[src/hw/rtl/wrp_pkg.sv]
// ----------------------------------------------------------------------------
// wrp_pkg
// Shared types and constants for the wallbox response frame parser.
// ----------------------------------------------------------------------------
`timescale 1ns / 1ps
`default_nettype none

package wrp_pkg;

  // Result codes carried on the output tuser
  typedef enum logic [2:0] {
    StTaken   = 3'd0,
    StOwn     = 3'd1,
    StOther   = 3'd2,
    StCrcErr  = 3'd3,
    StHeader  = 3'd4,
    StTimeout = 3'd5,
    StShort   = 3'd6,
    StIdle    = 3'd7
  } wrp_status_e;

  // Configuration register indexes
  localparam logic [7:0]  CfgOwnAddress  = 8'd0;
  localparam logic [7:0]  CfgIdleTimeout = 8'd1;

  localparam logic [7:0]  StartFirst  = 8'h5A;
  localparam logic [7:0]  StartSecond = 8'hA5;

  // CRC16-Modbus, reflected form
  localparam logic [15:0] CrcInit = 16'hFFFF;
  localparam logic [15:0] CrcPoly = 16'hA001;

  localparam logic [15:0] TimeoutReset = 16'd50;

  // Last frame position whose frame still computes CRC 0 (size below five)
  localparam logic [8:0]  PosCrcZeroMax = 9'd3;
  // Positions of the address byte and the current byte; a frame ending before the current byte is short
  localparam logic [8:0]  PosAddress = 9'd4;
  localparam logic [8:0]  PosCurrent = 9'd7;

endpackage

`default_nettype wire

[src/hw/rtl/wrp_crc16_byte.sv]
// ----------------------------------------------------------------------------
// wrp_crc16_byte
// One-byte update of a CRC16-Modbus accumulator, eight bit steps unrolled.
// ----------------------------------------------------------------------------
`timescale 1ns / 1ps
`default_nettype none

module wrp_crc16_byte (
  input  wire logic [15:0] crc_i,
  input  wire logic [7:0]  data_i,
  output logic      [15:0] crc_o
);

  always_comb begin
    logic [15:0] c;
    c = crc_i ^ {8'h00, data_i};
    for (int i = 0; i < 8; i++) begin
      if (c[0]) begin
        c = (c >> 1) ^ wrp_pkg::CrcPoly;
      end else begin
        c = c >> 1;
      end
    end
    crc_o = c;
  end

endmodule

`default_nettype wire

[src/hw/rtl/wallbox_response_frame_parser.sv]
// Each accepted input item's result is registered and shows on the master side in the next cycle.
// Throughput: one item per cycle while the master side is ready; every item gives exactly one result item.
// The whole byte step (header check, CRC16 byte update, frame end check) sits
// between the input handshake and the result register.
// Reset (rst_ni low, asynchronous): parse cleared, CRC at 0xFFFF, no stored
// current, own_address 0, idle timeout 50 tick items, output empty.
`timescale 1ns / 1ps
`default_nettype none

module wallbox_response_frame_parser (
  input  wire logic        clk_i,
  input  wire logic        rst_ni,
  // input items
  input  wire logic        s_axis_tvalid,
  output logic             s_axis_tready,
  input  wire logic [7:0]  s_axis_tdata,  // [7:0] rx_byte
  input  wire logic        s_axis_tuser,  // [0] req_type
  // result items
  output logic             m_axis_tvalid,
  input  wire logic        m_axis_tready,
  output logic      [23:0] m_axis_tdata,  // [7:0] frame_address, [15:8] current_amps,
                                          // [16] current_changed, [23:17] zero
  output logic      [2:0]  m_axis_tuser,  // [2:0] status
  // configuration writes
  input  wire logic        cfg_valid_i,
  output logic             cfg_ready_o,
  input  wire logic [7:0]  cfg_index_i,
  input  wire logic [15:0] cfg_data_i
);

  // configuration
  logic [7:0]  own_addr_q;
  logic [15:0] timeout_q;

  // parse state
  logic [8:0]  pos_q, pos_d;
  logic [7:0]  len_q, len_d;
  logic [15:0] crc_q, crc_d;
  logic [7:0]  prev_q, prev_d;
  logic [7:0]  addr_q, addr_d;
  logic [7:0]  cur_q, cur_d;
  logic [15:0] idle_q, idle_d;
  logic [7:0]  stored_q, stored_d;
  logic        stored_vld_q, stored_vld_d;

  // result register
  logic        out_vld_q;
  logic [7:0]  out_addr_q, out_addr_d;
  logic [7:0]  out_cur_q, out_cur_d;
  logic        out_chg_q, out_chg_d;
  wrp_pkg::wrp_status_e out_st_q, out_st_d;

  logic        in_fire;
  logic        is_tick;
  logic [7:0]  rx;
  logic [15:0] crc_upd;
  logic [15:0] crc_step;
  logic [7:0]  len_eff;
  logic [16:0] idle_inc;
  logic [15:0] crc_calc;
  logic [15:0] crc_remote;

  assign cfg_ready_o   = 1'b1;
  assign s_axis_tready = !out_vld_q || m_axis_tready;
  assign in_fire       = s_axis_tvalid && s_axis_tready;
  assign is_tick       = s_axis_tuser;
  assign rx            = s_axis_tdata;

  wrp_crc16_byte u_crc (
    .crc_i  (crc_q),
    .data_i (rx),
    .crc_o  (crc_upd)
  );

  assign len_eff    = (pos_q == 9'd2) ? rx : len_q;
  assign crc_step   = (pos_q > 9'd2 && pos_q <= {1'b0, len_q}) ? crc_upd : crc_q;
  assign idle_inc   = {1'b0, idle_q} + 17'd1;
  assign crc_calc   = (pos_q <= wrp_pkg::PosCrcZeroMax) ? 16'h0000 : crc_step;
  assign crc_remote = {rx, prev_q};

  always_comb begin
    pos_d        = pos_q;
    len_d        = len_q;
    crc_d        = crc_q;
    prev_d       = prev_q;
    addr_d       = addr_q;
    cur_d        = cur_q;
    idle_d       = idle_q;
    stored_d     = stored_q;
    stored_vld_d = stored_vld_q;
    out_st_d     = wrp_pkg::StIdle;
    out_addr_d   = 8'h00;
    out_cur_d    = 8'h00;
    out_chg_d    = 1'b0;

    if (is_tick) begin
      if (idle_inc > {1'b0, timeout_q}) begin
        out_st_d = (pos_q != 9'd0) ? wrp_pkg::StTimeout : wrp_pkg::StIdle;
        pos_d    = 9'd0;
        len_d    = 8'h00;
        crc_d    = wrp_pkg::CrcInit;
        idle_d   = 16'h0000;
      end else begin
        idle_d   = idle_inc[15:0];
        out_st_d = wrp_pkg::StIdle;
      end
    end else begin
      prev_d = rx;
      if (pos_q == wrp_pkg::PosAddress) addr_d = rx;
      if (pos_q == wrp_pkg::PosCurrent) cur_d = rx;

      if (pos_q == 9'd0 || pos_q == 9'd1) begin
        if (rx == ((pos_q == 9'd0) ? wrp_pkg::StartFirst : wrp_pkg::StartSecond)) begin
          pos_d    = pos_q + 9'd1;
          idle_d   = 16'h0000;
          out_st_d = wrp_pkg::StTaken;
        end else begin
          pos_d    = 9'd0;
          len_d    = 8'h00;
          crc_d    = wrp_pkg::CrcInit;
          out_st_d = wrp_pkg::StHeader;
        end
      end else begin
        if (pos_q == 9'd2) len_d = rx;
        crc_d = crc_step;
        if (pos_q < ({1'b0, len_eff} + 9'd2)) begin
          pos_d    = pos_q + 9'd1;
          idle_d   = 16'h0000;
          out_st_d = wrp_pkg::StTaken;
        end else begin
          // frame end: always clears the parse
          pos_d = 9'd0;
          len_d = 8'h00;
          crc_d = wrp_pkg::CrcInit;
          if (crc_calc != crc_remote) begin
            out_st_d = wrp_pkg::StCrcErr;
          end else if (pos_q < wrp_pkg::PosCurrent) begin
            out_st_d = wrp_pkg::StShort;
          end else begin
            out_addr_d = addr_d;
            out_cur_d  = cur_d;
            if (addr_d == own_addr_q) begin
              out_st_d = wrp_pkg::StOwn;
              if (!stored_vld_q || stored_q != cur_d) begin
                out_chg_d    = 1'b1;
                stored_d     = cur_d;
                stored_vld_d = 1'b1;
              end
            end else begin
              out_st_d = wrp_pkg::StOther;
            end
          end
        end
      end
    end
  end

  always_ff @(posedge clk_i or negedge rst_ni) begin
    if (!rst_ni) begin
      own_addr_q   <= 8'h00;
      timeout_q    <= wrp_pkg::TimeoutReset;
      pos_q        <= 9'd0;
      len_q        <= 8'h00;
      crc_q        <= wrp_pkg::CrcInit;
      prev_q       <= 8'h00;
      addr_q       <= 8'h00;
      cur_q        <= 8'h00;
      idle_q       <= 16'h0000;
      stored_q     <= 8'h00;
      stored_vld_q <= 1'b0;
      out_vld_q    <= 1'b0;
    end else begin
      if (cfg_valid_i) begin
        if (cfg_index_i == wrp_pkg::CfgOwnAddress) own_addr_q <= cfg_data_i[7:0];
        if (cfg_index_i == wrp_pkg::CfgIdleTimeout) timeout_q <= cfg_data_i;
      end
      if (in_fire) begin
        pos_q        <= pos_d;
        len_q        <= len_d;
        crc_q        <= crc_d;
        prev_q       <= prev_d;
        addr_q       <= addr_d;
        cur_q        <= cur_d;
        idle_q       <= idle_d;
        stored_q     <= stored_d;
        stored_vld_q <= stored_vld_d;
        out_vld_q    <= 1'b1;
      end else if (m_axis_tready) begin
        out_vld_q <= 1'b0;
      end
    end
  end

  // result payload, no reset needed
  always_ff @(posedge clk_i) begin
    if (in_fire) begin
      out_st_q   <= out_st_d;
      out_addr_q <= out_addr_d;
      out_cur_q  <= out_cur_d;
      out_chg_q  <= out_chg_d;
    end
  end

  assign m_axis_tvalid = out_vld_q;
  assign m_axis_tuser  = out_st_q;
  assign m_axis_tdata  = {7'b0000000, out_chg_q, out_cur_q, out_addr_q};

endmodule

`default_nettype wire

[config.mk]
export PLATFORM = sky130hd
export DESIGN_NAME = wallbox_response_frame_parser
export DESIGN_NICKNAME = d
export VERILOG_FILES = /design/src/hw/rtl/wrp_pkg.sv /design/src/hw/rtl/wrp_crc16_byte.sv /design/src/hw/rtl/wallbox_response_frame_parser.sv
export SDC_FILE = /design/constraint.sdc
export NUM_CORES = 1
export LEC_CHECK = 0
export BUFFER_PORTS_ARGS = -buffer_cell sky130_fd_sc_hd__buf_2
export CAP_MARGIN = 20
export CORE_MARGIN = 2
export CORE_UTILIZATION = 40
export DETAILED_ROUTE_END_ITERATION = 16
export SYNTH_ARGS = -nofsm -noshare
export SYNTH_HDL_FRONTEND = slang
export SYNTH_SLANG_ARGS = --single-unit
[constraint.sdc]
create_clock -name clk_i -period 8.9 [get_ports clk_i]
set_input_delay 1.335 -clock clk_i [delete_from_list [all_inputs] [get_ports clk_i]]
set_output_delay 1.335 -clock clk_i [all_outputs]
set_load 0.01 [all_outputs]
==> summary.md, run 1 <==
| Metric | Value |
|---|---|
| Synth warnings | 0 |
| Row count | 52 |
| CTS Buf Count | 17 |
| Quantity of I/O buffers inserted on ports | 59 |
| Max Clock Skew | 7.795 ps |
| Hold Path Cell Cnt | 1 |
| Drt initial violations | ~440 |
| PnR worst setup slack | 3603 ps |
| TritonCTS Sinks | 127 |
| Library cells used by synthesis | 74 |
| Int Power | 1188 uW |
| Max transition margin | 31.26% |
| CTS Root Buffer Type | clkbuf_16 |
| Tcrit/Tclk final | roughly 60% |
| Top_reg_cell synth | dfrtp_1 |
| Maximum vdd ir drop | 0.1249 mV |
| Ports | a little under 70 |
| Mapped Area | 8218 um^2 |
| MaxCap Viol Count | 0 |
| GRT Total Usage | between 10% and 20% |
| Crit path cell chain | nor4_4 > and2_1 > nand2_1 > nor2_1 > a21oi_1 > or3_1 > nand2b_1 > xnor2_1 > ha_1 > or3_1 > a221oi_1 > o21ai_0 > a211o_1 > nand2_1 > or4_1 > o21ai_0 |
| Setup crit end kind | flop |
| Switching Power | 529.3 uW |
| # fillers | about 1900 |
| Worst-Skew Late Latency | 420 ps |
| Largest delay share family, worst path | simple AND/OR/NAND/NOR gates |
| Clock-pin slew on the worst setup and hold paths | 60 ps |
| Yosys reg bits | 127 |
| RSZ-0062 raised after global routing | no |
| Dpl ws | 3553 ps |
| Register area share after synthesis | roughly 40% |
| Power Density | 185.9 nW/um^2 |
| DP HPWL | 14370 um |
| Setup bufs post-CTS | 0 |
| Yosys top cell area share | a little over a quarter |
| Setup violations, final | 0 |
| Total gr overflow | 0 |
| Crit path DAT | 5430 ps |
| Fmax | around 190 MHz |
| # resized after CTS | 0 |
| Worst slew pin tran | 1027 ps |
| CTS H-tree depth | 4 |
| Synthesis-to-layout area growth | 12.47% |
| Post-synthesis async set-or-reset flop share | 84.25% |
| Layout Nets | 943 |
| Leakage | a little over 0.004 uW |
| Drt via density | about 5.5 |
| Share of power burned in registers | between 30% and 40% |
| Vias | 6377 |
| Layout cell share with drive strength beyond 1 | a little under a quarter |
| DRC | 0 |
| Worst Path Required | 9030 ps |
| Sw Ratio | between 30 and 40% |
| Initial Utilization | 40.74% |
| Post-synth EDFFs | 20 |
| First-pass GRT wire length | 33330 um |
| Worst r2r path cells | 16 |
| Routability cong. | between 0.8 and 0.9 |
| WP buf/inv | 0 |
| Core Area | 20170 um^2 |
| WL final | between 20000 and 25000 um |
| Final hold vios | 0 |
| Avg Synthesized Cell Area | 9.961 um^2 |
| Worst Hold Class | flop to flop |
| CP Class | flop to flop |
| CTS tree | built |
| Leading area contributor after synthesis | dfrtp_1 |
| Max Fanout on Critical Path | 20 |
| Chip width | 147.3 um |
| Fin Setup TNS | 0 ps |
| Comb power frac | 20.9% |
| Post-Synthesis Cells | 825 |
| Peak per-stage delay on the critical path | about 760 ps |
| Vias in the first global route | 6271 |
| Clock power share | 40.4% |
| Crit path depth | 16 |
| Antenna Nets Post-Route | 0 |
| Final min period | 5297 ps |
| Hold-fix buffers, CTS | 0 |
| Number of iterations in the first detailed-routing pass | 7 |
| Status | complete, no violations |
| Clock buffer depth | 2 |
| Die Height | 147.3 um |
| Top cells by area, synth | dfrtp_1, edfxtp_1, mux2_2 |
| Type of element launching the critical path | flop |
| Largest net degree at the start of global routing | between 70 and 80 |
| Initial antenna violation count | 1 |
| Crit-path slowest cell | or4_1 |
| Max Slew Vio Count | 0 |
| Drt wl/cell | 17.78 um |
| Die area | 21710 um^2 |
==> cells by family (layout without fill, tap and decap cells) <==
logic type,after synthesis,count (layout),share of synthesized area (%)
muxes,85,85,11.28
xor gates and xnor gates,65,65,7.384
other,2,9,0.09139
adders and majority gates,38,38,5.786
DFF,127,127,40.18
and+or+nand+nor,250,250,16.64
AOI/OAI and AO/OA,168,168,13.57
buffers and inverters,90,139,5.070
==> cell type report <==
| class | count | area (um^2) | share of cell area, % |
|---|---|---|---|
| Inverter | 44 | 165.2 | 1.787 |
| Sequential cell | 127 | 3302 | 35.72 |
| Timing Repair Buffer | 63 | 331.6 | 3.587 |
| Clock buffer | 19 | 442.9 | 4.792 |
| Clock inverter | 13 | 138.9 | 1.503 |
| Tap cell | 270 | 337.8 | 3.655 |
| Antenna cell | 1 | 2.502 | 0.02707 |
| Multi-Input combinational cell | 614 | 4522 | 48.92 |
==> path summary, 6_finish.rpt <==
path | from | endpoint | slack (ps)
max | pos_q[3]$_DFFE_PN0P_ | m_axis_tuser[2]$_SDFFCE_PP1P_ | 3600
min | stored_vld_q$_DFFE_PN0P_ | stored_vld_q$_DFFE_PN0P_ | 470
max reg2reg | pos_q[3]$_DFFE_PN0P_ | m_axis_tuser[2]$_SDFFCE_PP1P_ | 3600
min reg2reg | stored_vld_q$_DFFE_PN0P_ | stored_vld_q$_DFFE_PN0P_ | 470
max in group asynchronous | rst_ni | idle_q[3]$_DFFE_PN0P_ | 6710
min in group asynchronous | rst_ni | len_q[1]$_DFFE_PN0P_ | 870
==> power groups by stage <==
stage	Combinational, uW	Sequential, uW	Clock [uW]
2_1_floorplan	273	660	0
3_3_place_gp	350	675	0
3_5_place_dp	355	675	0
4_1_cts	359	665	706
5_1_grt	397	671	728
6_report	358	665	694
==> synthesized netlist by cell type (6+ instances only) <==
library cell / n
a21o_1: 13
a21oi_1: 34
a22o_1: 6
a31oi_1: 10
and3_1: 7
buf_4: 9
clkbuf_1: 25
dfrtp_1: 88
dfstp_2: 19
edfxtp_1: 20
ha_1: 38
inv_1: 44
mux2_2: 52
mux2i_1: 30
nand2_1: 47
nand2b_1: 16
nand3_1: 27
nand4_1: 11
nor2_1: 54
nor2b_1: 10
nor3_1: 20
nor3_2: 11
nor4_1: 10
o21ai_0: 46
o22a_1: 10
o31ai_1: 13
or3_1: 9
xnor2_1: 38
xor2_1: 23
==> placed cells by master (no fill, tap or decap), types with 19 or more instances in the layout <==
cell      netlist  final
ha_1           38     38
buf_2           5     58
mux2_2         52     52
mux2i_1        30     30
nand2_1        47     47
nand3_1        27     27
dfrtp_1        88     88
inv_1          44     44
xnor2_1        38     38
nor2_1         54     54
nor3_1         20     20
a21oi_1        34     34
xor2_1         23     23
o21ai_0        46     46
dfstp_2        19     19
edfxtp_1       20     20
==> registers in the layout (all words and copies together) (netlist names) <==
name / flops
timeout_q: 16
pos_q: 9
out_addr_q: 8
out_chg_q: 1
stored_q: 8
prev_q: 8
addr_q: 8
own_addr_q: 8
len_q: 8
m_axis_tuser: 3
idle_q: 16
cur_q: 8
m_axis_tvalid: 1
out_cur_q: 8
stored_vld_q: 1
crc_q: 16
==> layer usage <==
layer	vias to the layer above	GRT usage [%]	part of all wire [%]
met1	3127	26.36	45
met5	-	0	0
met3	28	4.130	5.6
li1	3042	-	-
met2	180	31.14	48
met4	0	5.192	1.3
==> stage by stage <==
stage / area, um^2 / cells / utilization [%] / hold slack, ps / power (uW)
after floorplan: 8240 / 831 / - / 439.2 / 932.5
after global placement: 8647 / 1117 / 42.87 / 451.9 / 1025
after detailed placement: 8658 / 1118 / 42.93 / 459.7 / 1030
after CTS: 9240 / 1150 / 45.81 / 474.8 / 1730
after global routing: 9240 / 1150 / 45.81 / 516.5 / 1796
final: 9243 / 1151 / 45.83 / 470.7 / 1718
Power figures use the tool's default switching activity.
==> inputs of run 2 (changes only) <==
Clock period 8.9 ns to 4.6 ns, I/O delays scaled along.
==> run 2 against run 1 <==
Sequential cell count is the same; design area rose by 4.1%; sequential power increased by 92%; fmax rose by 21%; final cell count rose by 3.7%.
==> summary.md, run 2 (synthesized netlist as in run 1, its figures left out) <==
| Metric | Value |
|---|---|
| CTS Buf Count | 17 |
| RSZ-0062 raised after global routing | yes |
| CTS H-tree depth | 4 |
| Ant diodes | 0 |
| RR Startpoint | pos_q[6]$_DFFE_PN0P_ |
| RR Endpoint | m_axis_tuser[2]$_SDFFCE_PP1P_ |
| Die Height | 147.3 um |
| Drt via density | 5.378 |
| Cell Area, Placed | 8967 um^2 |
| Layout Nets | 987 |
| Initial Utilization | about two fifths |
| DRC | 0 |
| Final hold vios | 0 |
| Vias in the first global route | 6382 |
| Vias | 6421 |
| Worst Hold Class | input port to asynchronous set/reset pin |
| Leakage | 0.004282 uW |
| Crit-path slowest cell | or4_1 |
| Setup crit end kind | flop |
| Type of element launching the critical path | flop |
| Layout cell share with drive strength beyond 1 | 26.62% |
| Max transition margin | 43.65% |
| Tcrit/Tclk final | 95.51% |
| Die area | 21710 um^2 |
| Worst-Skew Late Latency | 430 ps |
| Clock-pin slew on the worst setup and hold paths | 60 ps |
| Crit path DAT | approximately 4600 ps |
| Number of iterations in the first detailed-routing pass | 4 |
| Max Slew Vio Count | 0 |
| First-pass GRT wire length | approximately 34000 um |
| Row count | 52 |
| WL final | 21050 um |
| Crit path depth | 13 |
| Max Fanout on Critical Path | 18 |
| Worst r2r path cells | 13 |
| Final min period | 4393 ps |
| Clock buffer depth | 2 |
| Drt initial violations | roughly 380 |
| Total gr overflow | 0 |
| DP HPWL | 15400 um |
| Status | complete, no violations |
| Ports | 68 |
| Max Clock Skew | roughly 12 ps |
| PnR worst setup slack | 206.8 ps |
| Core Area | just over 20000 um^2 |
| Chip width | 147.3 um |
| Crit. Startpoint | pos_q[6]$_DFFE_PN0P_ |
| Routability cong. | a little under 0.9 |
| CP Capture Point | m_axis_tuser[2]$_SDFFCE_PP1P_ |
| Most common cell after layout, fill and taps aside | dfrtp_1 |
| GRT Total Usage | between 10% and 20% |
| Worst Path Required | 4820 ps |
| Commonest non-fill, non-tap cells in the layout | dfrtp_1, buf_2, nor2_1 |
| Crit path cell chain | buf_4 > ha_1 > a211oi_1 > o221a_2 > a21o_2 > and2_4 > mux2i_1 > mux2_2 > a2111oi_4 > o2111ai_4 > or4_1 > buf_4 > o21ai_1 |
| Synthesis-to-layout area growth | 17.07% |
| WP buf/inv | 2 |
| Biggest regs | crc_q: 16 flops, idle_q: 16 flops, timeout_q: 16 flops |
| Drt wl/cell | ~18 um |
| Worst slew pin tran | 842.9 ps |
| Largest net degree at the start of global routing | just over 60 |
| Power Density | 357.1 nW/um^2 |
| Maximum vdd ir drop | 0.2173 mV |
| Most common cell on crit path | buf_4 |
| Setup violations, final | 0 |
| Initial antenna violation count | 0 |
| CTS tree | built |
| Peak per-stage delay on the critical path | 530 ps |
| Fmax | 227.6 MHz |
| Worst reg2reg setup slack | about 210 ps |
| Quantity of I/O buffers inserted on ports | 59 |
| Largest delay share family, worst path | compound AO/OA/AOI/OAI gates |
| Utilization after layout | 47.70% |
| Hold-fix buffers, CTS | 0 |
| TritonCTS Sinks | 127 |
| CTS Root Buffer Type | clkbuf_16 |
| Antenna Nets Post-Route | 0 |
| Dpl ws | 39.01 ps |
| Fin area | 9620 um^2 |
| CP Class | flop to flop |
| MaxCap Viol Count | 0 |
run 2: worst register-to-register path, cell delays in order, from the launching register on:
cell       delay (ps)
dfrtp_1           410
buf_4             190
ha_1              330
a211oi_1          240
o221a_2           240
a21o_2            230
and2_4            260
mux2i_1           260
mux2_2            380
a2111oi_4         380
o2111ai_4         200
or4_1             530
buf_4             230
o21ai_1           320
run 2: area by class of cell:
type                       count  area [um^2]
fill                        1878        10550
clock inverter                12        161.4
timing repair buffer         107        670.6
tap                          270        337.8
clock buffer                  20        446.7
inverter                      44        165.2
multi-input combinational    614         4537
sequential                   127         3302
run 2: how the worst min path moves through the flow:
stage	slack [ps]	from	endpoint
after floorplan	390	rst_ni	addr_q[0]$_DFFE_PN0P_
after global placement	460	stored_vld_q$_DFFE_PN0P_	stored_vld_q$_DFFE_PN0P_
after detailed placement	460	stored_vld_q$_DFFE_PN0P_	stored_vld_q$_DFFE_PN0P_
after CTS	310	rst_ni	len_q[1]$_DFFE_PN0P_
after global routing	340	rst_ni	len_q[1]$_DFFE_PN0P_
final	310	rst_ni	len_q[1]$_DFFE_PN0P_
run 2: metrics by stage:
step	power [uW]	setup TNS (ps)	instances	hold WS (ps)
6_report	3436	0	1194	307.9
5_1_grt	3606	-46.92	1194	341.9
4_1_cts	3449	0	1190	313.9
3_5_place_dp	2039	0	1158	456.9
3_3_place_gp	2028	0	1157	463.6
2_1_floorplan	1804	0	831	394.4
run 2: power breakdown:
part | total [uW] | internal, uW | switching [uW]
Combinational | 763 | 316 | 448
Sequential | 1280 | 1210 | 64.5
Clock | 1400 | 870 | 526
Total | 3440 | 2400 | 1040
run 2: repair_timing:
item	in CTS	in global routing
endpoints found under the hold margin	0	0
gates resized for setup	0	4
setup buffers	0	3
setup endpoints to repair	0	29
run 2: per-layer routing:
layer	global-route usage, %	up-vias	share of wire (%)
met3	4.099	31	3.8
met5	0	-	0
met2	32.13	127	47
met1	27.51	3128	48
li1	-	3135	-
met4	5.529	0	1.7
==> inputs of run 3 (changes only) <==
Settings changed: CELL_PAD_IN_SITES_DETAIL_PLACEMENT set to 0, CELL_PAD_IN_SITES_GLOBAL_PLACEMENT set to 1, PLACE_DENSITY_LB_ADDON set to 0.1.
Clock period 4.6 ns to 4.7 ns, I/O delays scaled along.
==> run 3 against run 2 <==
Die area did not move; fmax shrank 0.46%; clock power about the same; sequential share of layout area grew 0.15 points; clock skew rose by 1.5 ps; final cell count shrank 0.42%; register-to-register slack better by 80 ps; design area down 0.43%; non-clock buffer count down 7; sequential cell count did not move; count of clock-buffer cells in the layout down 3; first-iteration DRC count is 34% higher; critical path type unchanged; largest power group unchanged.
==> summary.md, run 3 (synthesized netlist as in run 1, its figures left out) <==
| Metric | Value |
|---|---|
| Worst slew pin tran | 1117 ps |
| CTS tree | built |
| CP Capture Point | crc_q[5]$_DFFE_PN1P_ |
| Max Fanout on Critical Path | 10 |
| Die Height | approximately 150 um |
| DP HPWL | 16210 um |
| First-pass GRT wire length | 35860 um |
| Total gr overflow | 0 |
| Synthesis-to-layout area growth | 16.57% |
| Routability cong. | slightly below 0.9 |
| Drt initial violations | between 500 and 600 |
| Worst r2r path cells | 18 |
| Worst Path Required | about 5100 ps |
| Vias | 6600 |
| Status | complete, no violations |
| Leakage | 0.004260 uW |
| Max Slew Vio Count | 0 |
| Clock-pin slew on the worst setup and hold paths | 70 ps |
| MaxCap Viol Count | 0 |
| Worst-Skew Late Latency | 440 ps |
| CP Class | flop to flop |
| Max transition margin | around a quarter |
| RR Endpoint | crc_q[5]$_DFFE_PN1P_ |
| Utilization after layout | 47.49% |
| Layout Nets | just under 1000 |
| RSZ-0062 raised after global routing | no |
| Power Density | 351.1 nW/um^2 |
| CTS Buf Count | 17 |
| DRC | 0 |
| TritonCTS Sinks | around 130 |
| Biggest regs | crc_q: 16 flops, idle_q: 16 flops, timeout_q: 16 flops |
| Crit. Startpoint | pos_q[3]$_DFFE_PN0P_ |
| Row count | 52 |
| Maximum vdd ir drop | 0.2398 mV |
| CTS H-tree depth | 4 |
| Max Clock Skew | between 10 and 15 ps |
| Fmax | ~230 MHz |
| Worst Hold Class | input port to asynchronous set/reset pin |
| Vias in the first global route | ~6400 |
| Final min period | about 4400 ps |
| Die area | 21710 um^2 |
| Layout cell share with drive strength beyond 1 | about a quarter |
| GRT Total Usage | 21.26% |
| Type of element launching the critical path | flop |
| Worst reg2reg setup slack | 290 ps |
| Initial antenna violation count | 3 |
| Largest net degree at the start of global routing | 65 |
| RR Startpoint | pos_q[3]$_DFFE_PN0P_ |
| Quantity of I/O buffers inserted on ports | 59 |
| Drt wl/cell | 18.98 um |
| CTS Root Buffer Type | clkbuf_16 |
| Fin Setup TNS | 0 ps |
| Clock buffer depth | 2 |
| WL final | 22560 um |
| Chip width | around 150 um |
| Setup crit end kind | flop |
| Number of iterations in the first detailed-routing pass | 5 |
| Most common cell after layout, fill and taps aside | dfrtp_1 |
| Crit path DAT | ~4800 ps |
| Tcrit/Tclk final | between 90% and 100% |
| Core Area | 20170 um^2 |
| Ports | 68 |
| Commonest non-fill, non-tap cells in the layout | dfrtp_1, buf_2, nor2_1 |
| PnR worst setup slack | 286.3 ps |
| Final hold vios | 0 |
| Setup violations, final | 0 |
| Dpl ws | 216.9 ps |
| Antenna Nets Post-Route | 0 |
| Initial Utilization | 40.74% |
| Drt via density | 5.551 |
-- run 3: layer usage --
metal / vias up / share of wire [%] / GRT usage, %
met1: 3236 / 48 / 30.02
met4: 4 / 1.9 / 7.067
met2: 200 / 45 / 32.71
li1: 3118 / - / -
met5: - / 0.12 / 0
met3: 42 / 5.1 / 4.348
-- run 3: cell type report --
class,count,area [um^2]
diodes,1,2.502
inverters,44,165.2
well taps,270,337.8
flip-flops and latches,127,3302
repair buffers,100,605.6
clock buffers,17,425.4
multi-input cells,615,4544
clock inverters,15,196.4
fillers,1962,10590
-- run 3: worst max-delay path, cell delays in order (launching register included) --
cell      delay, ps
dfrtp_1         400
nor4_4          280
and2_1          220
nand2_1         190
nor2_1          160
a21oi_1          80
or3_1           430
nand2b_1        190
xnor2_1         140
ha_1            190
or3_1           310
a221oi_1        210
o21ai_0         160
a21o_1          190
a21o_1          190
or3_1           390
nor2_1          190
nand2_2         180
o22a_1          230
-- run 3: what timing repair did --
action	in CTS	in global routing
buffers inserted	0	1
gates resized for setup	0	5
endpoints found under the hold margin	0	0
hold buffers	0	0
endpoints found under the setup margin	0	23
-- run 3: metrics by stage --
step	power (uW)	instance area (um^2)	hold slack, ps	std cells
2_1_floorplan	1766	8240	409.4	831
3_3_place_gp	1976	8910	450.8	1152
3_5_place_dp	1989	8917	460.3	1153
4_1_cts	3377	9539	426.8	1185
5_1_grt	3534	9577	462.0	1188
6_report	3363	9579	384.7	1189
-- run 3: power breakdown --
part           total (uW)  leakage [uW]  internal [uW]  switching (uW)
sequential           1250       0.00156           1190            63.4
clock                1380      0.000300            769             611
combinational         735       0.00240            297             438
-- run 3: worst min path at each step --
stage | start | end | slack [ps] | depth (start not counted)
floorplan | rst_ni | addr_q[0]$_DFFE_PN0P_ | 410 | 0
global placement | stored_vld_q$_DFFE_PN0P_ | stored_vld_q$_DFFE_PN0P_ | 450 | 1
detailed placement | stored_vld_q$_DFFE_PN0P_ | stored_vld_q$_DFFE_PN0P_ | 460 | 1
CTS | rst_ni | pos_q[5]$_DFFE_PN0P_ | 430 | 1
global route | s_axis_tvalid | m_axis_tvalid$_DFFE_PN0P_ | 460 | 2
finish | rst_ni | pos_q[5]$_DFFE_PN0P_ | 380 | 1
